$ cat src/hdl/dtad_pkg.sv
// ----------------------------------------------------------------------------
// dtad_pkg
// shared types, constants and helpers of the table delta audio decoder
// ----------------------------------------------------------------------------
package dtad_pkg;

	localparam int          MAX_CHANNELS_DEF = 2;
	localparam int          POS_W            = 10;
	localparam int          TABLE_BYTES      = 512;
	localparam int          TBL_AW           = 8;
	localparam logic [15:0] ZERO_CODE_BIAS   = 16'd31767;

	// parse phases, other codes act as done
	typedef enum logic [3:0] {
		PH_CHANS  = 4'd0,
		PH_RATE   = 4'd1,
		PH_SKIP_A = 4'd2,
		PH_BLOCKS = 4'd3,
		PH_SKIP_B = 4'd4,
		PH_TABLE  = 4'd5,
		PH_BCOUNT = 4'd6,
		PH_BSKIP  = 4'd7,
		PH_CODES  = 4'd8,
		PH_DONE   = 4'd9
	} phase_t;

	// one code byte handed from the parser to the accumulate stage
	typedef struct packed {
		logic ch;
		logic zero;
		logic lob;
		logic los;
		logic clr;
	} code_req_t;

	function automatic logic [POS_W-1:0] phase_len(input phase_t ph);
		logic [POS_W-1:0] len;
		case (ph)
			PH_CHANS: len = POS_W'(2);
			PH_SKIP_B: len = POS_W'(8);
			PH_TABLE: len = POS_W'(TABLE_BYTES);
			default: len = POS_W'(4);
		endcase
		return len;
	endfunction

endpackage

$ cat src/hdl/dtad_table_mem.sv
// ----------------------------------------------------------------------------
// dtad_table_mem
// delta table storage, one write and one registered read port
// ----------------------------------------------------------------------------
module dtad_table_mem
	import dtad_pkg::*;
(
	input  logic              clk,
	input  logic              we,
	input  logic [TBL_AW-1:0] waddr,
	input  logic [15:0]       wdata,
	input  logic              re,
	input  logic [TBL_AW-1:0] raddr,
	output logic [15:0]       rdata
);

	logic [15:0] mem [2**TBL_AW];

	always_ff @(posedge clk) begin
		if (we) begin
			mem[waddr] <= wdata;
		end
	end

	always_ff @(posedge clk) begin
		if (re) begin
			rdata <= mem[raddr];
		end
	end

endmodule

$ cat src/hdl/dtad_parser.sv
// ----------------------------------------------------------------------------
// dtad_parser
// header and block parser, table fill and code request issue
// ----------------------------------------------------------------------------
module dtad_parser
	import dtad_pkg::*;
#(
	parameter int MAX_CHANNELS = MAX_CHANNELS_DEF
)
(
	input  logic              clk,
	input  logic              arst_n,
	input  logic              fire,
	input  logic [7:0]        data_byte,
	input  logic              start_of_file,
	output logic              code_fire,
	output code_req_t         code_req,
	output logic              tbl_we,
	output logic [TBL_AW-1:0] tbl_waddr,
	output logic [15:0]       tbl_wdata
);

	phase_t           phase_q, phase_d;
	logic [POS_W-1:0] pos_q, pos_d;
	logic [31:0]      shift_q, shift_d;
	logic             stereo_q, stereo_d;
	logic [31:0]      blocks_q, blocks_d;
	logic [31:0]      codes_q, codes_d;
	logic             cur_q, cur_d;
	logic             first_q, first_d;

	phase_t           ph;
	logic [POS_W-1:0] pos, pos_inc;
	logic [31:0]      fs, fs_new;
	phase_t           after_blk;
	logic             is_code;

	always_comb begin
		ph        = start_of_file ? PH_CHANS : phase_q;
		pos       = start_of_file ? '0 : pos_q;
		fs        = start_of_file ? '0 : shift_q;
		pos_inc   = pos + POS_W'(1);
		after_blk = (blocks_q != '0) ? PH_BCOUNT : PH_DONE;
		is_code   = (ph == PH_CODES);

		phase_d  = ph;
		pos_d    = pos;
		shift_d  = fs;
		stereo_d = stereo_q;
		blocks_d = blocks_q;
		codes_d  = codes_q;
		cur_d    = cur_q;
		first_d  = first_q;

		tbl_we    = 1'b0;
		tbl_waddr = pos[TBL_AW:1];
		tbl_wdata = {data_byte, fs[7:0]};
		fs_new    = fs;

		code_fire    = fire && is_code;
		code_req.ch   = cur_q;
		code_req.zero = (data_byte == 8'd0);
		code_req.lob  = (codes_q == 32'd1);
		code_req.los  = (codes_q == 32'd1) && (blocks_q == '0);
		code_req.clr  = first_q;

		if (is_code) begin
			cur_d   = stereo_q ? ~cur_q : 1'b0;
			codes_d = codes_q - 32'd1;
			first_d = 1'b0;
			if (codes_q == 32'd1) begin
				phase_d = after_blk;
			end
		end else if (ph <= PH_BSKIP) begin
			if (ph == PH_TABLE) begin
				if (pos[0]) begin
					tbl_we = fire;
				end else begin
					fs_new = {24'd0, data_byte};
				end
			end else if (pos < POS_W'(4)) begin
				fs_new = fs | ({24'd0, data_byte} << {pos[1:0], 3'b000});
			end
			shift_d = fs_new;
			pos_d   = pos_inc;
			if (pos_inc >= phase_len(ph)) begin
				pos_d   = '0;
				shift_d = '0;
				case (ph)
					PH_CHANS: begin
						stereo_d = (MAX_CHANNELS >= 2) && !fs_new[15]
							&& (fs_new[15:0] >= 16'd2);
						phase_d = PH_RATE;
					end
					PH_RATE: phase_d = PH_SKIP_A;
					PH_SKIP_A: phase_d = PH_BLOCKS;
					PH_BLOCKS: begin
						blocks_d = fs_new[31] ? '0 : fs_new;
						phase_d  = PH_SKIP_B;
					end
					PH_SKIP_B: phase_d = PH_TABLE;
					PH_TABLE: phase_d = after_blk;
					PH_BCOUNT: begin
						codes_d  = fs_new[31] ? '0 : fs_new;
						blocks_d = blocks_q - 32'd1;
						cur_d    = 1'b0;
						first_d  = 1'b1;
						phase_d  = PH_BSKIP;
					end
					default: begin
						phase_d = (codes_q != '0) ? PH_CODES : after_blk;
					end
				endcase
			end
		end
	end

	always_ff @(posedge clk or negedge arst_n) begin
		if (!arst_n) begin
			phase_q  <= PH_CHANS;
			pos_q    <= '0;
			shift_q  <= '0;
			stereo_q <= 1'b0;
			blocks_q <= '0;
			codes_q  <= '0;
			cur_q    <= 1'b0;
			first_q  <= 1'b0;
		end else if (fire) begin
			phase_q  <= phase_d;
			pos_q    <= pos_d;
			shift_q  <= shift_d;
			stereo_q <= stereo_d;
			blocks_q <= blocks_d;
			codes_q  <= codes_d;
			cur_q    <= cur_d;
			first_q  <= first_d;
		end
	end

endmodule

$ cat src/hdl/dtad_accum.sv
// ----------------------------------------------------------------------------
// dtad_accum
// lookup wait stage, per-channel accumulate and output register
// ----------------------------------------------------------------------------
module dtad_accum
	import dtad_pkg::*;
#(
	parameter int MAX_CHANNELS = MAX_CHANNELS_DEF
)
(
	input  logic               clk,
	input  logic               arst_n,
	input  logic               code_fire,
	input  code_req_t          code_req,
	input  logic [15:0]        rdata,
	output logic               take_ok,
	output logic               sample_valid,
	input  logic               sample_ready,
	output logic signed [15:0] sample,
	output logic               channel,
	output logic               last_of_block,
	output logic               last_of_stream
);

	logic        v_s1;
	code_req_t   req_s1;
	logic [15:0] acc_q [MAX_CHANNELS];
	logic        advance, move;
	logic [15:0] acc_sel, sum;

	assign advance = !sample_valid || sample_ready;
	assign take_ok = !v_s1 || advance;
	assign move    = v_s1 && advance;

	always_comb begin
		acc_sel = '0;
		for (int i = 0; i < MAX_CHANNELS; i++) begin
			if (req_s1.ch == 1'(i)) begin
				acc_sel = acc_q[i];
			end
		end
		sum = (req_s1.clr ? 16'd0 : acc_sel) + rdata;
	end

	always_ff @(posedge clk or negedge arst_n) begin
		if (!arst_n) begin
			v_s1 <= 1'b0;
		end else if (code_fire) begin
			v_s1 <= 1'b1;
		end else if (advance) begin
			v_s1 <= 1'b0;
		end
	end

	always_ff @(posedge clk) begin
		if (code_fire) begin
			req_s1 <= code_req;
		end
	end

	always_ff @(posedge clk or negedge arst_n) begin
		if (!arst_n) begin
			for (int i = 0; i < MAX_CHANNELS; i++) begin
				acc_q[i] <= '0;
			end
		end else if (move) begin
			for (int i = 0; i < MAX_CHANNELS; i++) begin
				if (req_s1.ch == 1'(i)) begin
					acc_q[i] <= sum;
				end else if (req_s1.clr) begin
					acc_q[i] <= '0;
				end
			end
		end
	end

	always_ff @(posedge clk or negedge arst_n) begin
		if (!arst_n) begin
			sample_valid <= 1'b0;
		end else if (move) begin
			sample_valid <= 1'b1;
		end else if (sample_ready) begin
			sample_valid <= 1'b0;
		end
	end

	always_ff @(posedge clk) begin
		if (move) begin
			sample         <= req_s1.zero ? (sum - ZERO_CODE_BIAS) : sum;
			channel        <= req_s1.ch;
			last_of_block  <= req_s1.lob;
			last_of_stream <= req_s1.los;
		end
	end

endmodule

$ cat src/hdl/table_delta_audio_stream_decoder.sv
// ----------------------------------------------------------------------------
// table_delta_audio_stream_decoder
// byte stream in, decoded delta audio samples out
// ----------------------------------------------------------------------------
// the input channel takes one file byte per request (data_valid/data_ready),
// start_of_file marks the first byte of a new file. header bytes fill the
// 256 x 16 delta table memory, code bytes each make one sample request on
// the output channel (sample_valid/sample_ready) with its channel and
// end-of-block / end-of-stream marks. other bytes make no request.
// path: a code byte accepted reads the table memory into the lookup stage,
// then the accumulate stage adds and loads the output register.
// throughput: one byte per cycle, set by the single table read port and the
// one accumulate stage; both sides run at full rate when nothing stalls.
// stall: with the output register full and the receiver stalled, one more
// code byte may wait in the lookup stage; data_ready then drops until the
// output moves.
// reset: parsing restarts at the channel-count field, accumulators, counts
// and the pipeline clear; the table contents are kept undefined until a
// header rewrites them, no clearing pass is needed.
// ----------------------------------------------------------------------------
module table_delta_audio_stream_decoder
	import dtad_pkg::*;
#(
	parameter int MAX_CHANNELS = MAX_CHANNELS_DEF
)
(
	input  logic               clk,
	input  logic               arst_n,
	input  logic               data_valid,
	output logic               data_ready,
	input  logic [7:0]         data_byte,
	input  logic               start_of_file,
	output logic               sample_valid,
	input  logic               sample_ready,
	output logic signed [15:0] sample,
	output logic               channel,
	output logic               last_of_block,
	output logic               last_of_stream
);

	logic              fire;
	logic              code_fire;
	code_req_t         code_req;
	logic              tbl_we;
	logic [TBL_AW-1:0] tbl_waddr;
	logic [15:0]       tbl_wdata;
	logic [15:0]       tbl_rdata;
	logic              take_ok;

	// a byte request completes when both sides agree
	assign data_ready = take_ok;
	assign fire       = data_valid && data_ready;

	// parser: field assembly, counts, channel toggle, table writes
	dtad_parser #(
		.MAX_CHANNELS(MAX_CHANNELS)
	) u_parser (
		.clk          (clk),
		.arst_n       (arst_n),
		.fire         (fire),
		.data_byte    (data_byte),
		.start_of_file(start_of_file),
		.code_fire    (code_fire),
		.code_req     (code_req),
		.tbl_we       (tbl_we),
		.tbl_waddr    (tbl_waddr),
		.tbl_wdata    (tbl_wdata)
	);

	// code byte itself addresses the delta table
	dtad_table_mem u_table (
		.clk  (clk),
		.we   (tbl_we),
		.waddr(tbl_waddr),
		.wdata(tbl_wdata),
		.re   (code_fire),
		.raddr(data_byte),
		.rdata(tbl_rdata)
	);

	// accumulate stage and output register
	dtad_accum #(
		.MAX_CHANNELS(MAX_CHANNELS)
	) u_accum (
		.clk           (clk),
		.arst_n        (arst_n),
		.code_fire     (code_fire),
		.code_req      (code_req),
		.rdata         (tbl_rdata),
		.take_ok       (take_ok),
		.sample_valid  (sample_valid),
		.sample_ready  (sample_ready),
		.sample        (sample),
		.channel       (channel),
		.last_of_block (last_of_block),
		.last_of_stream(last_of_stream)
	);

endmodule
$ cat config.mk
export PLATFORM = sky130hd
export DESIGN_NAME = table_delta_audio_stream_decoder
export DESIGN_NICKNAME = d
export VERILOG_FILES = /design/src/hdl/dtad_pkg.sv /design/src/hdl/dtad_table_mem.sv /design/src/hdl/dtad_parser.sv /design/src/hdl/dtad_accum.sv /design/src/hdl/table_delta_audio_stream_decoder.sv
export SDC_FILE = /design/constraint.sdc
export NUM_CORES = 2
export LEC_CHECK = 0
export BUFFER_PORTS_ARGS = -buffer_cell sky130_fd_sc_hd__buf_2
export CAP_MARGIN = 20
export CORE_MARGIN = 4
export CORE_UTILIZATION = 45
export DETAILED_ROUTE_END_ITERATION = 16
export GPL_TIMING_DRIVEN = 0
export HOLD_SLACK_MARGIN = 0.02
export SYNTH_ARGS = -nofsm -noshare
export SYNTH_HDL_FRONTEND = slang
export SYNTH_SLANG_ARGS = --single-unit
$ cat constraint.sdc
create_clock -name clk -period 11.29 [get_ports clk]
set_input_delay 0.5645 -clock clk [delete_from_list [all_inputs] [get_ports clk]]
set_output_delay 0.5645 -clock clk [all_outputs]
set_load 0.01 [all_outputs]
==> impl_metrics.ini <==
[sta]
rsz0062_at_grt = false
max_freq_mhz = 146.7
finalHoldViolCount = 0
fin_ws_ns = 4.474
slew_headroom = -0.04231
fin_tns_setup_ns = 0
tightest_slew_ns = 1.563
fin_worst_skew_ns = 0.07792
drv_slew = 1
fin_crit_sh = 0.6037
setup_viol = 0
period_needed_ns = 6.816

[drt]
via_per_inst = 6.783
dr.pass1.iters = 9
wl_per_cell_um = 44.56
finalWirelength_um = 607800
num_vias = 92520
first_iter_violations = 17990
drc = 0
postRouteAntennaNets = 0

[synthesis]
yosys.area.top_type = edfxtp_1
synth_area_leaders = edfxtp_1 (74%), mux4_2 (17%), dfrtp_1 (2.2%)
ys_warn_count = 0
synth_area_um2 = 167400
synth_area_per_cell_um2 = 22.22
ys_types = 71
synth_top_area_share = 0.7420
synth_top_flop_cell = edfxtp_1
synth_edf_count = 4136
synthArstFlopShare = 0.03432
ys_ff_latch = 4283
syn_inst = 7531
synthesis.nets = 7569
synth-seq-area-share = 0.7640

[clock_tree]
clockRootBuffer = clkbuf_16
cts_sinks = 4283
htreeDepth = 5
clk_latency_ns = 1.00
numCtsBuffers = 427
cts_tree = done
post_cts_buffers = 0
cts-resized-gates = 0
clk_path_buf_depth = 4
clkTransAtPathRegs_ns = 0.06

[floorplan]
die_y_um = 617.9
ios = 34
dieArea_um2 = 381800
core_area_um2 = 369700
start_util = 0.4527
die_x_um = 617.9
rows = 223

[critical_path]
worstPathRequired_ns = 11.94
cp_slowest_cell = clkbuf_1
crit_type = in -> reg
cp_cell_sequence = dlygate4sd3_1, buf_8, buf_16, clkinv_1, buf_2, nand2_1, clkbuf_1, clkbuf_1, o221ai_1, a21oi_1, nor2_1, a22oi_1, nand2_1
critPathMaxFanout = 163
endpoint_kind = flop
arrival_ns = 7.46
crit_buf_inv = 7
crit_family = buffers and inverters
worstSetupStartpointType = input port
cpPeakStageDelay_ns = 1.06

[power]
p_sw_mw = 8.835
p_comb_frac = 0.096
p_per_area_nw_per_um2 = 184.1
swShare = 0.2457
power.internal_mw = 27.12
p_seq_frac = 0.507
pwr-share-clk = 0.396
leakage_nw = 61.48
irDropWorstVdd_v = 0.0001369

[final_layout]
nFillCells = 28100
area_growth_syn_to_layout_pct = 16.65
final_common_cell = edfxtp_1
layout.cells.most_common_list = edfxtp_1 (4,136), mux4_2 (1,241), clkbuf_16 (433)
layout.nets = 8346
final_design_area_no_fill_um2 = 195200
multi_input_area_um2 = 38790
final_core_util = 0.5281
seq_area_um2 = 127900
drive_above_1_share = 0.3172

[grt]
antenna_found_initial = 54
grt_pass1_wl_um = 799000
grt_pass1_vias = 86740
grt_overflow = 0
grt_start_max_net_pins = 172
gr-usage-all-layers = 0.3150

[placed_design]
pre_cts_ws_ns = 3.942
io_buffers = 33
place_area_um2 = 181100
place_congestion = 1.000
place_hpwl_um = 413200

[outcome]
violations = slew limit
status = finished with violations

[min_path]
hold_class = in -> reg

[run]
drv_cap = 0
-- synth_stat cells, drive strengths merged (52+ instances only) --
master	instances
nor2	393
o21ai	90
nand2	147
clkbuf	242
mux2i	150
a21oi	112
buf	197
mux4	1241
dfrtp	147
nor3	52
a22o	60
o221ai	57
edfxtp	4136
-- final timing paths --
kind	start	to	slack (ns)	cells after the start
max in group asynchronous	arst_n	u_parser.blocks_q[25]	10.20	3
setup reg to reg	u_parser.pos_q[1]	u_table.mem[97][6]	6.16	6
setup / recovery	data_byte[4]	u_table.rdata[13]	4.47	13
hold reg to reg	u_accum.req_s1[2]	u_accum.last_of_block	0.42	0
hold / removal	data_byte[3]	u_table.mem[112][11]	0.02	1
min in group asynchronous	arst_n	u_accum.acc_q[1]	0.23	2
-- power groups by stage --
stage                     combinational (mW)  sequential, mW  clock [mW]
after global placement                  2.97            19.0           0
after detailed placement                3.34            18.6           0
after floorplan                         1.60            18.7           0
final                                   3.47            18.2        14.3
after global routing                    3.55            18.2        15.0
after CTS                               3.34            18.2        14.3
-- cell type report --
class                      instances  share of cell area
tap                             4950             0.03172
buffer                           439             0.01096
inverter                          30           0.0005768
multi-input combinational       2779              0.1987
clock buffer                     499             0.05702
clock inverter                   284             0.01381
sequential                      4283              0.6550
antenna                           28           0.0003589
timing repair buffer             348             0.03187
-- sequential cells by signal (all words and copies together) (netlist names) --
signal                  count
u_accum.sample_valid        1
u_accum.sample             16
u_accum.channel             1
u_parser.pos_q             10
u_accum.req_s1              5
u_table.rdata              16
u_accum.last_of_stream      1
u_parser.codes_q           32
u_table.mem              4096
u_parser.phase_q            4
u_parser.first_q            1
u_parser.blocks_q          32
u_parser.stereo_q           1
u_accum.acc_q              32
u_parser.cur_q              1
u_accum.last_of_block       1
u_parser.shift_q           32
u_accum.v_s1                1
-- cell families after synthesis --
kind of cell,synth area share
multiplexers,0.1763
AND/OR/NAND/NOR,0.02104
adder cells (fa/ha/maj),0.001914
XOR/XNOR,0.001831
flip-flops,0.7640
AO/OA/AOI/OAI,0.02217
buffers and inverters,0.01272
-- metrics by stage --
stage | hold WS (ns) | instances | power, mW
finish | 0.01839 | 13640 | 35.95
global route | 0.06724 | 13610 | 36.77
CTS | 0.02780 | 13600 | 35.84
detailed placement | 0.4110 | 12810 | 21.90
global placement | 0.4036 | 12510 | 21.98
floorplan | 0.2689 | 7531 | 20.34
-- routing by layer --
metal  global-route usage  part of all wire  vias to the layer above
met3               0.1277              0.15                     1400
met5             0.005429           0.00022                        -
met2               0.4603              0.44                     7749
met1               0.4122              0.35                    49670
li1                     -                 -                    33680
met4               0.1499             0.060                       20
-- what timing repair did --
| action | CTS | global route |
|---|---|---|
| hold buffers | 4 | 0 |
| endpoints found under the hold margin | 115 | 0 |
| setup endpoints to repair | 0 | 0 |
No activity file was read; power rests on OpenSTA's default activity.
